File: src/sv/elu_pkg.sv
`timescale 1ns / 1ps

package elu_pkg;

   // Fraction bits of the exponent path and of the alpha register
   localparam int Q_BITS     = 30;
   localparam int EXP_W      = 31;
   localparam int SEG_BITS   = 26;
   localparam int ALPHA_BITS = 16;
   localparam int ALPHA_FRAC = 12;
   localparam int LOG2E_W    = 31;

   localparam logic [LOG2E_W-1:0]    LOG2E_Q30   = 31'd1549082005;
   localparam logic [EXP_W-1:0]      ONE_Q30     = 31'd1073741824;
   localparam logic [ALPHA_BITS-1:0] ALPHA_RESET = 16'd4096;

   // Item between the exponent pipe and the scaling pipe
   typedef struct packed {
      logic             neg;
      logic [EXP_W-1:0] em1;
   } elu_mid_type;

   // 2^(-k/16) in Q30, k = 0..16
   function automatic logic [EXP_W-1:0] pow2_neg(input logic [4:0] k);
      logic [EXP_W-1:0] v;
      case (k)
         5'd0:    v = 31'd1073741824;
         5'd1:    v = 31'd1028218691;
         5'd2:    v = 31'd984625580;
         5'd3:    v = 31'd942880710;
         5'd4:    v = 31'd902905660;
         5'd5:    v = 31'd864625420;
         5'd6:    v = 31'd827968130;
         5'd7:    v = 31'd792865000;
         5'd8:    v = 31'd759250125;
         5'd9:    v = 31'd727060400;
         5'd10:   v = 31'd696235430;
         5'd11:   v = 31'd666717340;
         5'd12:   v = 31'd638450710;
         5'd13:   v = 31'd611382490;
         5'd14:   v = 31'd585461880;
         5'd15:   v = 31'd560640220;
         5'd16:   v = 31'd536870912;
         default: v = 31'd536870912;
      endcase
      return v;
   endfunction

endpackage

File: src/sv/elu_req_if.sv
`timescale 1ns / 1ps

interface elu_req_if #(
   parameter int SAMPLE_WIDTH = 16
);
   logic                           valid;
   logic                           ready;
   logic signed [SAMPLE_WIDTH-1:0] sample_in;

   modport source (output valid, output sample_in, input ready);
   modport sink   (input valid, input sample_in, output ready);
endinterface

File: src/sv/elu_rsp_if.sv
`timescale 1ns / 1ps

interface elu_rsp_if #(
   parameter int SAMPLE_WIDTH = 16
);
   logic                           valid;
   logic                           ready;
   logic signed [SAMPLE_WIDTH-1:0] sample_out;

   modport source (output valid, output sample_out, input ready);
   modport sink   (input valid, input sample_out, output ready);
endinterface

File: src/sv/elu_exp.sv
`timescale 1ns / 1ps

module elu_exp #(
   parameter int SAMPLE_WIDTH = 16,
   parameter int FRAC_BITS    = 8
) (
   input  logic                        clock,
   input  logic                        reset,
   input  logic                        in_valid,
   output logic                        in_ready,
   input  logic [SAMPLE_WIDTH-1:0]     in_sample,
   output logic                        out_valid,
   input  logic                        out_ready,
   output elu_pkg::elu_mid_type        out_mid,
   output logic [SAMPLE_WIDTH-1:0]     out_raw
);

   localparam int PW = SAMPLE_WIDTH + elu_pkg::LOG2E_W;
   localparam int EW = elu_pkg::EXP_W;
   localparam int SB = elu_pkg::SEG_BITS;
   localparam int QB = elu_pkg::Q_BITS;

   // Stage enables: a stage moves when empty or when the next one moves
   logic s1_go, s2_go, s3_go, s4_go;
   logic s1_v_ff, s2_v_ff, s3_v_ff, s4_v_ff;

   assign s4_go    = !s4_v_ff || out_ready;
   assign s3_go    = !s3_v_ff || s4_go;
   assign s2_go    = !s2_v_ff || s3_go;
   assign s1_go    = !s1_v_ff || s2_go;
   assign in_ready = s1_go;

   always_ff @(posedge clock) begin
      if (reset) begin
         s1_v_ff <= 1'b0;
         s2_v_ff <= 1'b0;
         s3_v_ff <= 1'b0;
         s4_v_ff <= 1'b0;
      end else begin
         if (s1_go) s1_v_ff <= in_valid;
         if (s2_go) s2_v_ff <= s1_v_ff;
         if (s3_go) s3_v_ff <= s2_v_ff;
         if (s4_go) s4_v_ff <= s3_v_ff;
      end
   end

   // Stage 1: magnitude of a negative sample
   logic [SAMPLE_WIDTH-1:0] mag_in, mag_ff, raw1_ff;
   logic                    neg1_ff;

   assign mag_in = SAMPLE_WIDTH'(~in_sample + 1'b1);

   always_ff @(posedge clock) begin
      if (s1_go) begin
         mag_ff  <= mag_in;
         raw1_ff <= in_sample;
         neg1_ff <= in_sample[SAMPLE_WIDTH-1];
      end
   end

   // Stage 2: exponent magnitude times log2 e
   logic [PW-1:0]           prod_in, prod_ff;
   logic [SAMPLE_WIDTH-1:0] raw2_ff;
   logic                    neg2_ff;

   assign prod_in = {{elu_pkg::LOG2E_W{1'b0}}, mag_ff}
                  * {{SAMPLE_WIDTH{1'b0}}, elu_pkg::LOG2E_Q30};

   always_ff @(posedge clock) begin
      if (s2_go) begin
         prod_ff <= prod_in;
         raw2_ff <= raw1_ff;
         neg2_ff <= neg1_ff;
      end
   end

   // Stage 3: split into shift and fraction, look up segment, start interpolation
   logic [63:0]             u;
   logic [3:0]              idx;
   logic [SB-1:0]           rem;
   logic [EW-1:0]           tab_a, tab_b;
   logic [SB-1:0]           diff;
   logic [2*SB-1:0]         dr_in, dr_ff;
   logic [EW-1:0]           a_ff;
   logic                    big_in, big_ff;
   logic [4:0]              sh_ff;
   logic [SAMPLE_WIDTH-1:0] raw3_ff;
   logic                    neg3_ff;

   assign u      = 64'(prod_ff) >> FRAC_BITS;
   assign idx    = u[QB-1:SB];
   assign rem    = u[SB-1:0];
   assign tab_a  = elu_pkg::pow2_neg({1'b0, idx});
   assign tab_b  = elu_pkg::pow2_neg(5'({1'b0, idx}) + 5'd1);
   assign diff   = SB'(tab_a - tab_b);
   assign dr_in  = {{SB{1'b0}}, diff} * {{SB{1'b0}}, rem};
   // Shifts of 31 or more clear a 31-bit value
   assign big_in = (u[63:QB] >= 34'd31);

   always_ff @(posedge clock) begin
      if (s3_go) begin
         a_ff    <= tab_a;
         dr_ff   <= dr_in;
         big_ff  <= big_in;
         sh_ff   <= u[QB+4:QB];
         raw3_ff <= raw2_ff;
         neg3_ff <= neg2_ff;
      end
   end

   // Stage 4: finish interpolation, shift, form 1 - exp(x)
   logic [EW-1:0]           m, e;
   elu_pkg::elu_mid_type    mid_in, mid_ff;
   logic [SAMPLE_WIDTH-1:0] raw4_ff;

   assign m          = a_ff - EW'(dr_ff[2*SB-1:SB]);
   assign e          = big_ff ? '0 : (m >> sh_ff);
   assign mid_in.neg = neg3_ff;
   assign mid_in.em1 = elu_pkg::ONE_Q30 - e;

   always_ff @(posedge clock) begin
      if (s4_go) begin
         mid_ff  <= mid_in;
         raw4_ff <= raw3_ff;
      end
   end

   assign out_valid = s4_v_ff;
   assign out_mid   = mid_ff;
   assign out_raw   = raw4_ff;

endmodule

File: src/sv/elu_scale.sv
`timescale 1ns / 1ps

module elu_scale #(
   parameter int SAMPLE_WIDTH = 16,
   parameter int FRAC_BITS    = 8
) (
   input  logic                               clock,
   input  logic                               reset,
   input  logic [elu_pkg::ALPHA_BITS-1:0]     alpha,
   input  logic                               in_valid,
   output logic                               in_ready,
   input  elu_pkg::elu_mid_type               in_mid,
   input  logic [SAMPLE_WIDTH-1:0]            in_raw,
   output logic                               out_valid,
   input  logic                               out_ready,
   output logic [SAMPLE_WIDTH-1:0]            out_sample
);

   localparam int EW  = elu_pkg::EXP_W;
   localparam int AW  = elu_pkg::ALPHA_BITS;
   localparam int MW  = EW + AW;
   localparam int RSH = elu_pkg::Q_BITS + elu_pkg::ALPHA_FRAC - FRAC_BITS;

   logic s5_go, s6_go;
   logic s5_v_ff, s6_v_ff;

   assign s6_go    = !s6_v_ff || out_ready;
   assign s5_go    = !s5_v_ff || s6_go;
   assign in_ready = s5_go;

   always_ff @(posedge clock) begin
      if (reset) begin
         s5_v_ff <= 1'b0;
         s6_v_ff <= 1'b0;
      end else begin
         if (s5_go) s5_v_ff <= in_valid;
         if (s6_go) s6_v_ff <= s5_v_ff;
      end
   end

   // Stage 5: scale by alpha
   logic [MW-1:0]           prod_in, prod_ff;
   logic [SAMPLE_WIDTH-1:0] raw5_ff;
   logic                    neg5_ff;

   assign prod_in = {{AW{1'b0}}, in_mid.em1} * {{EW{1'b0}}, alpha};

   always_ff @(posedge clock) begin
      if (s5_go) begin
         prod_ff <= prod_in;
         raw5_ff <= in_raw;
         neg5_ff <= in_mid.neg;
      end
   end

   // Stage 6: round half away, saturate, negate; pass non-negative samples
   logic [MW:0]             rounded, half, sat;
   logic [SAMPLE_WIDTH-1:0] out_in, out_ff;

   assign rounded = ({1'b0, prod_ff} + ((MW+1)'(1) << (RSH - 1))) >> RSH;
   assign half    = (MW+1)'(1) << (SAMPLE_WIDTH - 1);
   assign sat     = (rounded > half) ? half : rounded;
   assign out_in  = neg5_ff ? SAMPLE_WIDTH'((MW+1)'(0) - sat) : raw5_ff;

   always_ff @(posedge clock) begin
      if (s6_go) out_ff <= out_in;
   end

   assign out_valid  = s6_v_ff;
   assign out_sample = out_ff;

   // 1 - exp(x) never exceeds one
   a_em1_range: assert property (@(posedge clock) disable iff (reset)
      in_valid |-> (in_mid.em1 <= elu_pkg::ONE_Q30))
      else $error("em1 above one");

   // A full stage 5 that moves lands in the output register
   a_advance: assert property (@(posedge clock) disable iff (reset)
      (s5_v_ff && s6_go) |=> s6_v_ff)
      else $error("word lost between stage 5 and output");

   // Negative samples never give a positive result
   a_neg_sign: assert property (@(posedge clock) disable iff (reset)
      (s5_v_ff && neg5_ff && s6_go) |=>
         (out_ff[SAMPLE_WIDTH-1] || (out_ff == '0)))
      else $error("negative sample gave positive result");

endmodule

File: src/sv/elu_activation.sv
`timescale 1ns / 1ps
// Channel   Dir  Handshake     Word
// req_port  in   valid/ready   sample_in  : signed Q(SAMPLE_WIDTH-FRAC_BITS).FRAC_BITS
// rsp_port  out  valid/ready   sample_out : signed, same format, rounded and saturated
// csr       in   csr_wr_en     csr_wr_data: alpha, unsigned Q4.12
//
// One word per cycle sustained while rsp_port is ready. Accepted words pass in order
// through registered stages: magnitude, log2 e product, table interpolation
// multiply, shift and 1 - exp(x), alpha product, then round and saturate.
// Reset clears all stage valid bits and sets alpha to 1.0; no clearing pass.
// A stall on rsp_port fills empty stages first, then backs up to req_port.

module elu_activation #(
   parameter int SAMPLE_WIDTH = 16,
   parameter int FRAC_BITS    = 8
) (
   input  logic                           clock,
   input  logic                           reset,
   elu_req_if.sink                        req_port,
   elu_rsp_if.source                      rsp_port,
   input  logic                           csr_wr_en,
   input  logic [elu_pkg::ALPHA_BITS-1:0] csr_wr_data
);

   // Alpha register
   logic [elu_pkg::ALPHA_BITS-1:0] alpha_ff;

   always_ff @(posedge clock) begin
      if (reset) begin
         alpha_ff <= elu_pkg::ALPHA_RESET;
      end else if (csr_wr_en) begin
         alpha_ff <= csr_wr_data;
      end
   end

   elu_pkg::elu_mid_type    mid;
   logic [SAMPLE_WIDTH-1:0] mid_raw;
   logic                    mid_valid, mid_ready;
   logic [SAMPLE_WIDTH-1:0] res_sample;

   // Exponent pipe: magnitude, log2 e product, table, shift
   elu_exp #(
      .SAMPLE_WIDTH (SAMPLE_WIDTH),
      .FRAC_BITS    (FRAC_BITS)
   ) u_exp (
      .clock     (clock),
      .reset     (reset),
      .in_valid  (req_port.valid),
      .in_ready  (req_port.ready),
      .in_sample (SAMPLE_WIDTH'(req_port.sample_in)),
      .out_valid (mid_valid),
      .out_ready (mid_ready),
      .out_mid   (mid),
      .out_raw   (mid_raw)
   );

   // Scaling pipe: alpha product, round, saturate
   elu_scale #(
      .SAMPLE_WIDTH (SAMPLE_WIDTH),
      .FRAC_BITS    (FRAC_BITS)
   ) u_scale (
      .clock      (clock),
      .reset      (reset),
      .alpha      (alpha_ff),
      .in_valid   (mid_valid),
      .in_ready   (mid_ready),
      .in_mid     (mid),
      .in_raw     (mid_raw),
      .out_valid  (rsp_port.valid),
      .out_ready  (rsp_port.ready),
      .out_sample (res_sample)
   );

   assign rsp_port.sample_out = $signed(res_sample);

endmodule
File: src/flat_wrapper.sv
// flat-port wrapper written by rule: the top's interface ports become plain ports
module elu_activation_flat 
#(
   parameter int SAMPLE_WIDTH = 16,
   parameter int FRAC_BITS    = 8
)
  (clock, reset, csr_wr_en, csr_wr_data, req_port_valid, req_port_sample_in, req_port_ready, rsp_port_valid, rsp_port_sample_out, rsp_port_ready);
  elu_req_if #(.SAMPLE_WIDTH(SAMPLE_WIDTH)) req_port_i ();
  elu_rsp_if #(.SAMPLE_WIDTH(SAMPLE_WIDTH)) rsp_port_i ();
  input  logic clock;
  input  logic reset;
  input  logic csr_wr_en;
  input  logic [elu_pkg::ALPHA_BITS-1:0] csr_wr_data;
  input wire logic [$bits(req_port_i.valid)-1:0] req_port_valid;
  input wire logic [$bits(req_port_i.sample_in)-1:0] req_port_sample_in;
  output wire logic [$bits(req_port_i.ready)-1:0] req_port_ready;
  output wire logic [$bits(rsp_port_i.valid)-1:0] rsp_port_valid;
  output wire logic [$bits(rsp_port_i.sample_out)-1:0] rsp_port_sample_out;
  input wire logic [$bits(rsp_port_i.ready)-1:0] rsp_port_ready;
  assign req_port_i.valid = req_port_valid;
  assign req_port_i.sample_in = req_port_sample_in;
  assign req_port_ready = req_port_i.ready;
  assign rsp_port_valid = rsp_port_i.valid;
  assign rsp_port_sample_out = rsp_port_i.sample_out;
  assign rsp_port_i.ready = rsp_port_ready;
  elu_activation #(.SAMPLE_WIDTH(SAMPLE_WIDTH), .FRAC_BITS(FRAC_BITS)) u_core (.clock(clock), .reset(reset), .req_port(req_port_i), .rsp_port(rsp_port_i), .csr_wr_en(csr_wr_en), .csr_wr_data(csr_wr_data));
endmodule
File: config.mk
export PLATFORM = sky130hd
export DESIGN_NAME = elu_activation_flat
export DESIGN_NICKNAME = d
export VERILOG_FILES = /design/src/sv/elu_pkg.sv /design/src/sv/elu_req_if.sv /design/src/sv/elu_rsp_if.sv /design/src/sv/elu_exp.sv /design/src/sv/elu_scale.sv /design/src/sv/elu_activation.sv /design/src/flat_wrapper.sv
export SDC_FILE = /design/constraint.sdc
export NUM_CORES = 2
export LEC_CHECK = 0
export ABC_AREA = 0
export BUFFER_PORTS_ARGS = -buffer_cell sky130_fd_sc_hd__clkbuf_2
export CAP_MARGIN = 30
export CORE_ASPECT_RATIO = 1.1
export CORE_UTILIZATION = 40
export DETAILED_ROUTE_END_ITERATION = 8
export GPL_TIMING_DRIVEN = 1
export PLACE_DENSITY_LB_ADDON = 0.1
export SETUP_SLACK_MARGIN = 0.15
export SLEW_MARGIN = 20
export SYNTH_ARGS = -nofsm -noshare
export SYNTH_HDL_FRONTEND = slang
export SYNTH_SLANG_ARGS = --single-unit
File: constraint.sdc
create_clock -name clock -period 16.14 [get_ports clock]
set_input_delay 0.807 -clock clock [delete_from_list [all_inputs] [get_ports clock]]
set_output_delay 0.807 -clock clock [all_outputs]
set_load 0.1 [all_outputs]
Yosys cells after proc, flatten, opt, wreduce, memory -nomap -nowiden
Memories as Yosys holds them, arrays and structs flattened. A register that Yosys moved wholly into a read port is not among the register bits. Cells that the tools add are included.

Shift operators: 1. Muxes and demuxes: 4. Multiply operators: 3. $lt $le $gt $ge: 2. Bitwise operators: 1. Add/sub/neg operators: 7. Reductions and logical operators: 12.

Operators with widths (number): $mul 26x26->52 (1); $add 47x34->48 const B (1); $mul 16x31->47 const B (1); $mul 31x16->47 (1); $mux 16 (2); $mux 31 (1); $shr 31x5->31 (1); $sub 31x26->31 (1); $sub 31x31->31 const A (1); $sub 26x26->26 (1); $add 16x1->16 const B (1); $gt 14x16->1 const B (1); $not 16->16 (1); $sub 1x16->16 const A (1); $ge 9x5->1 const B (1); $logic_not 1->1 (6); $logic_or 1x1->1 (6); $add 4x1->5 const B (1); $mux 4 (1).

Input bits: 37. Logic and storage cells: 58. Memories kept: 2. Flip-flop bits (word level): 353. Memory bits (read-only): 1488. Output and inout bits: 18.

Memories: (name not given) (words 32, bits a word 31, read ports 1, clocked after memory_dff 0, write ports 0, line elu_pkg.sv:26) `case (k)`; (name not given) (words 16, bits a word 31, read ports 1, clocked after memory_dff 1, write ports 0, line elu_pkg.sv:26).

Logic depth before layout (Yosys ltp)
Depth after elaboration: 7. Gate-level depth with buffers: 50. Depth with buffers taken out: 48.

Hierarchy
From an unflattened synthesis, not the netlist that was laid out.

Cell total of the unflattened synthesis: 6543. Area total of the unflattened synthesis: 61534.0 sq um.

By module, submodules not included: elu_exp (seq. area each 7066.8 sq um, cells an instance 4606, times used 1, area each 43676.9 sq um); elu_scale (seq. area each 1451.4 sq um, cells an instance 1885, times used 1, area each 17275.3 sq um); elu_activation (seq. area each 320.3 sq um, cells an instance 52, times used 1, area each 581.8 sq um).

Worst setup path after synthesis
OpenSTA, ideal clock, no wires.

Kind: register to register. Start: reg u_core.u_exp.prod_ff[34]. End: reg u_core.u_exp.dr_ff[44] (data pin). Path buffers: 2. Stages on the path, launching flop included: 45. Data arrival time: 11560 ps. Clock period less this slack: 11821 ps. Required time: 15878 ps. Setup slack: 4319 ps. Setup time: 262 ps. Cell sequence: edfxtp_1 -> ha_1 -> xnor2_1 -> inv_1 -> clkbuf_1 -> nor3_1 -> ha_1 -> inv_1 -> fa_1 -> a21o_1 -> a21oi_1 -> o21ai_0 -> a21o_1 -> a21o_1 -> a2111oi_0 -> o21bai_1 -> a31o_2 -> a2111oi_0 -> [9 not listed] -> fa_1 -> inv_1 -> fa_1 -> inv_1 -> ha_1 -> a21o_1 -> a21o_1 -> a211o_1 -> and2_1 -> o221ai_1 -> a21oi_1 -> o31a_1 -> o21ai_0 -> nand3_1 -> a21oi_1 -> nor2b_1 -> a211oi_1 -> xnor2_1.

Word-level cells in the longest chain between the ends: 4.

Ends and longest elaborated chain: from (decl) (line elu_exp.sv:62) `logic [PW-1:0] prod_in, prod_ff;`; from (signal assigned) (line elu_exp.sv:71) `prod_ff <= prod_in;`; $add 4x1->5 (line elu_exp.sv:94) `assign tab_b = elu_pkg::pow2_neg(5'({1'b0, idx}) + 5'd1);`; $mem_v2 32x31; $sub 26x26->26 (line elu_exp.sv:95) `assign diff = SB'(tab_a - tab_b);`; $mul 26x26->52 (line elu_exp.sv:96) `assign dr_in = {{SB{1'b0}}, diff} * {{SB{1'b0}}, rem};`; net u_core.u_exp.dr_in[44] (line elu_exp.sv:83) `logic [2*SB-1:0] dr_in, dr_ff;`; to (signal assigned) (line elu_exp.sv:103) `dr_ff <= dr_in;`; to (decl) (line elu_exp.sv:83).

The timed path passes the listed nets, and every way through them passes these cells. A chain may end at the register's enable or synchronous reset.

Worst setup path in the final report
Start: reg u_core.u_exp.prod_ff[34]. End: reg u_core.u_exp.dr_ff[49] (data pin).

Same word-level chain as after synthesis.

==> results.ini <==
[run_status]
run_status = finished, final reports clean

[route]
first_pass_iters = 6
routed_via_density = 5.20
wl_um = 174000
wire_per_inst_um = 20.8
ant_nets = 0
first_iter_violations = 2446
vias = 43600
drc_errors = 0

[critical_path]
cp_common_cell = fa_1
slowest_delay_ns = 0.79
worstRegToRegCells = 45
rr_endpoint = u_core.u_exp.dr_ff[49]
path_delay_family = compound AO/OA/AOI/OAI gates
crit_type = reg2reg
cp_num_cells = 45
cp-start-kind = register
path_buf_inv = 7
worstPathMaxFanout = 24
worstPathRequired_ns = 16.49
r2r_slack_ns = 1.68
crit_path_end_kind = register
reg2reg_from = u_core.u_exp.prod_ff[34]
worstPathArrival_ns = 14.81
crit_path_top_delay_cell = edfxtp_1

[global_route]
grt_pass1_vias = 46800
grt_antenna_before_repair = 2
overflow = 0
grt_usage_pct = 23.3
grt_pass1_wl_um = 278000
grt_max_degree = 60

[clocking]
root_buffer = clkbuf_16
cts_setup_buffers = 0
tritoncts = built
cts_hold_buf = 0
clockBufferDepth = 3
cts.repair.resized = 0
clkTransAtPathRegs_ns = 0.07
clock_sinks = 311
worstSkewPairLatency_ns = 0.63
htree_levels = 2
cts-buffers-inserted = 42

[floorplanning]
num_io_pins = 55
die_w_um = 374
initial_core_util_pct = 40.5
die_height_um = 412
core.rowCount = 149
core_area_um2 = 151000
die_area_um2 = 154000

[sta]
rsz0062_at_grt = false
skew_ns = 0.0520
hold_viol = 0
fmax_mhz = 69.2
finalSetupViolCount = 0
report.final.slew_viol_count = 0
min_period_ns = 14.46
period_share_pct = 89.6
max_slew_margin_pct = 31.6
fin_tns_setup_ns = 0
tightestPinTransition_ns = 1.01

[run]
max_cap_violations = 0

[synth]
ys_warn_count = 0
syn_avg_cell_area_um2 = 9.41
synthFlopType = edfxtp_1
synth_nets = 8217
syn_inst = 6486
synth_area_um2 = 61000
seq_area_frac_synth_pct = 14.4
synth_edf_count = 258
async_flop_share_pct = 0
synth.distinct_cells = 102
ys_ff_latch = 311

[placement]
portBuffers = 54
place.gp.congestion = 0.877
hpwl_um = 137000

[worst_hold_path]
min_delay_path_depth = 0
hp-class = reg2reg
hold_end = u_core.u_exp.a_ff[28]
hold_start = u_core.u_exp.tab_a[28]

[layout]
mostFrequentLayoutCells = inv_1 (1348), fa_1 (1136), nand2_1 (836)
final_common_cell = inv_1
regArea_um2 = 8820
drive_gt1_share_pct = 4.98
synthToLayoutAreaGrowth_pct = 6.40
multi_input_area_um2 = 46200
fillers = 15000
fin_nets = 8127

==> stage by stage <==
| step | instances | hold slack (ns) | utilization, % | area, um^2 | setup WS [ns] |
|---|---|---|---|---|---|
| 6_report | 8392 | 0.384 | 43.1 | 64900 | 1.68 |
| 5_1_grt | 8392 | 0.411 | 43.1 | 64900 | 0.737 |
| 4_1_cts | 8388 | 0.385 | 43.1 | 64900 | 1.61 |
| 3_5_place_dp | 8312 | 0.392 | 42.2 | 63500 | 1.76 |
| 3_3_place_gp | 8308 | 0.391 | 42.1 | 63500 | 1.77 |
| 2_1_floorplan | 6486 | 0.386 | - | 61000 | 4.32 |
==> synthesized netlist by cell type, types with 27 or more instances <==
| library cell | count | area share [%] |
|---|---|---|
| and3_1 | 32 | 0.33 |
| a21oi_1 | 139 | 1.1 |
| fa_1 | 1136 | 37 |
| nor3_1 | 85 | 0.70 |
| nor2_1 | 232 | 1.4 |
| a21o_1 | 54 | 0.66 |
| and2_1 | 482 | 4.9 |
| o21ai_0 | 120 | 0.98 |
| nand3_1 | 75 | 0.62 |
| o211ai_1 | 34 | 0.42 |
| o21a_1 | 38 | 0.47 |
| ha_1 | 558 | 11 |
| mux2i_1 | 29 | 0.48 |
| dfxtp_1 | 53 | 1.7 |
| xnor2_1 | 106 | 1.5 |
| edfxtp_1 | 258 | 13 |
| a211oi_1 | 33 | 0.41 |
| clkbuf_1 | 256 | 1.6 |
| nand2_1 | 837 | 5.1 |
| inv_1 | 1350 | 8.3 |
| nand4_1 | 45 | 0.46 |
| xor2_1 | 56 | 0.80 |
| nor2b_1 | 41 | 0.42 |
| nand2b_1 | 27 | 0.28 |
==> flip-flops by register name, indices dropped and copies added, names as in the netlist, 5 cells and up <==
name / flops
u_core.u_exp.prod_ff: 40
u_core.u_scale.prod_ff: 14
u_core.u_scale.out_sample: 16
u_core.u_exp.a_ff: 31
u_core.u_exp.raw2_ff: 15
u_core.u_exp.out_mid: 32
u_core.alpha_ff: 16
u_core.u_exp.raw3_ff: 16
u_core.u_exp.out_raw: 15
u_core.u_exp.raw1_ff: 15
u_core.u_exp.sh_ff: 5
u_core.u_exp.mag_ff: 16
u_core.u_exp.tab_a: 31
u_core.u_exp.dr_ff: 26
u_core.u_scale.raw5_ff: 16
==> per-layer routing <==
metal	vias to the layer above	wire length (um)	GRT usage [%]	share of wire [%]
met1	22400	78100	31.6	45
met5	-	0	0	0
met3	176	6240	2.07	3.6
met2	869	86600	40.5	50
met4	0	3520	4.86	2.0
li1	20100	-	-	-
==> final cells by class <==
| class | count | share of cell area, % |
|---|---|---|
| inverter | 1351 | 7.81 |
| sequential | 311 | 13.6 |
| antenna | 1 | 0.00385 |
| multi-input combinational | 4540 | 71.1 |
| clock buffer | 47 | 1.65 |
| clock inverter | 29 | 0.441 |
| timing repair buffer | 150 | 1.58 |
| tap | 1963 | 3.78 |
==> worst max path at each step <==
stage | startpoint | to | slack, ns
after floorplan | u_core.u_exp.prod_ff[34] | u_core.u_exp.dr_ff[44] | 4.32
after global placement | u_core.u_exp.prod_ff[34] | u_core.u_exp.dr_ff[49] | 1.77
after detailed placement | u_core.u_exp.prod_ff[34] | u_core.u_exp.dr_ff[49] | 1.76
after CTS | u_core.u_exp.prod_ff[34] | u_core.u_exp.dr_ff[49] | 1.61
after global routing | u_core.u_exp.prod_ff[34] | u_core.u_exp.dr_ff[44] | 0.74
final | u_core.u_exp.prod_ff[34] | u_core.u_exp.dr_ff[49] | 1.68
==> cell families after synthesis <==
kind of cell	count (synthesis)	synth area share, %
AO/OA/AOI/OAI	654	7.47
AND/OR/NAND/NOR	1977	15.9
adder cells (fa/ha/maj)	1698	48.8
flip-flops	311	14.4
XOR/XNOR	162	2.33
multiplexers	49	0.974
buffers and inverters	1635	10.1
Power is not shown: default switching activity piles up to over one toggle a cycle in this logic, so the estimate is an artifact.
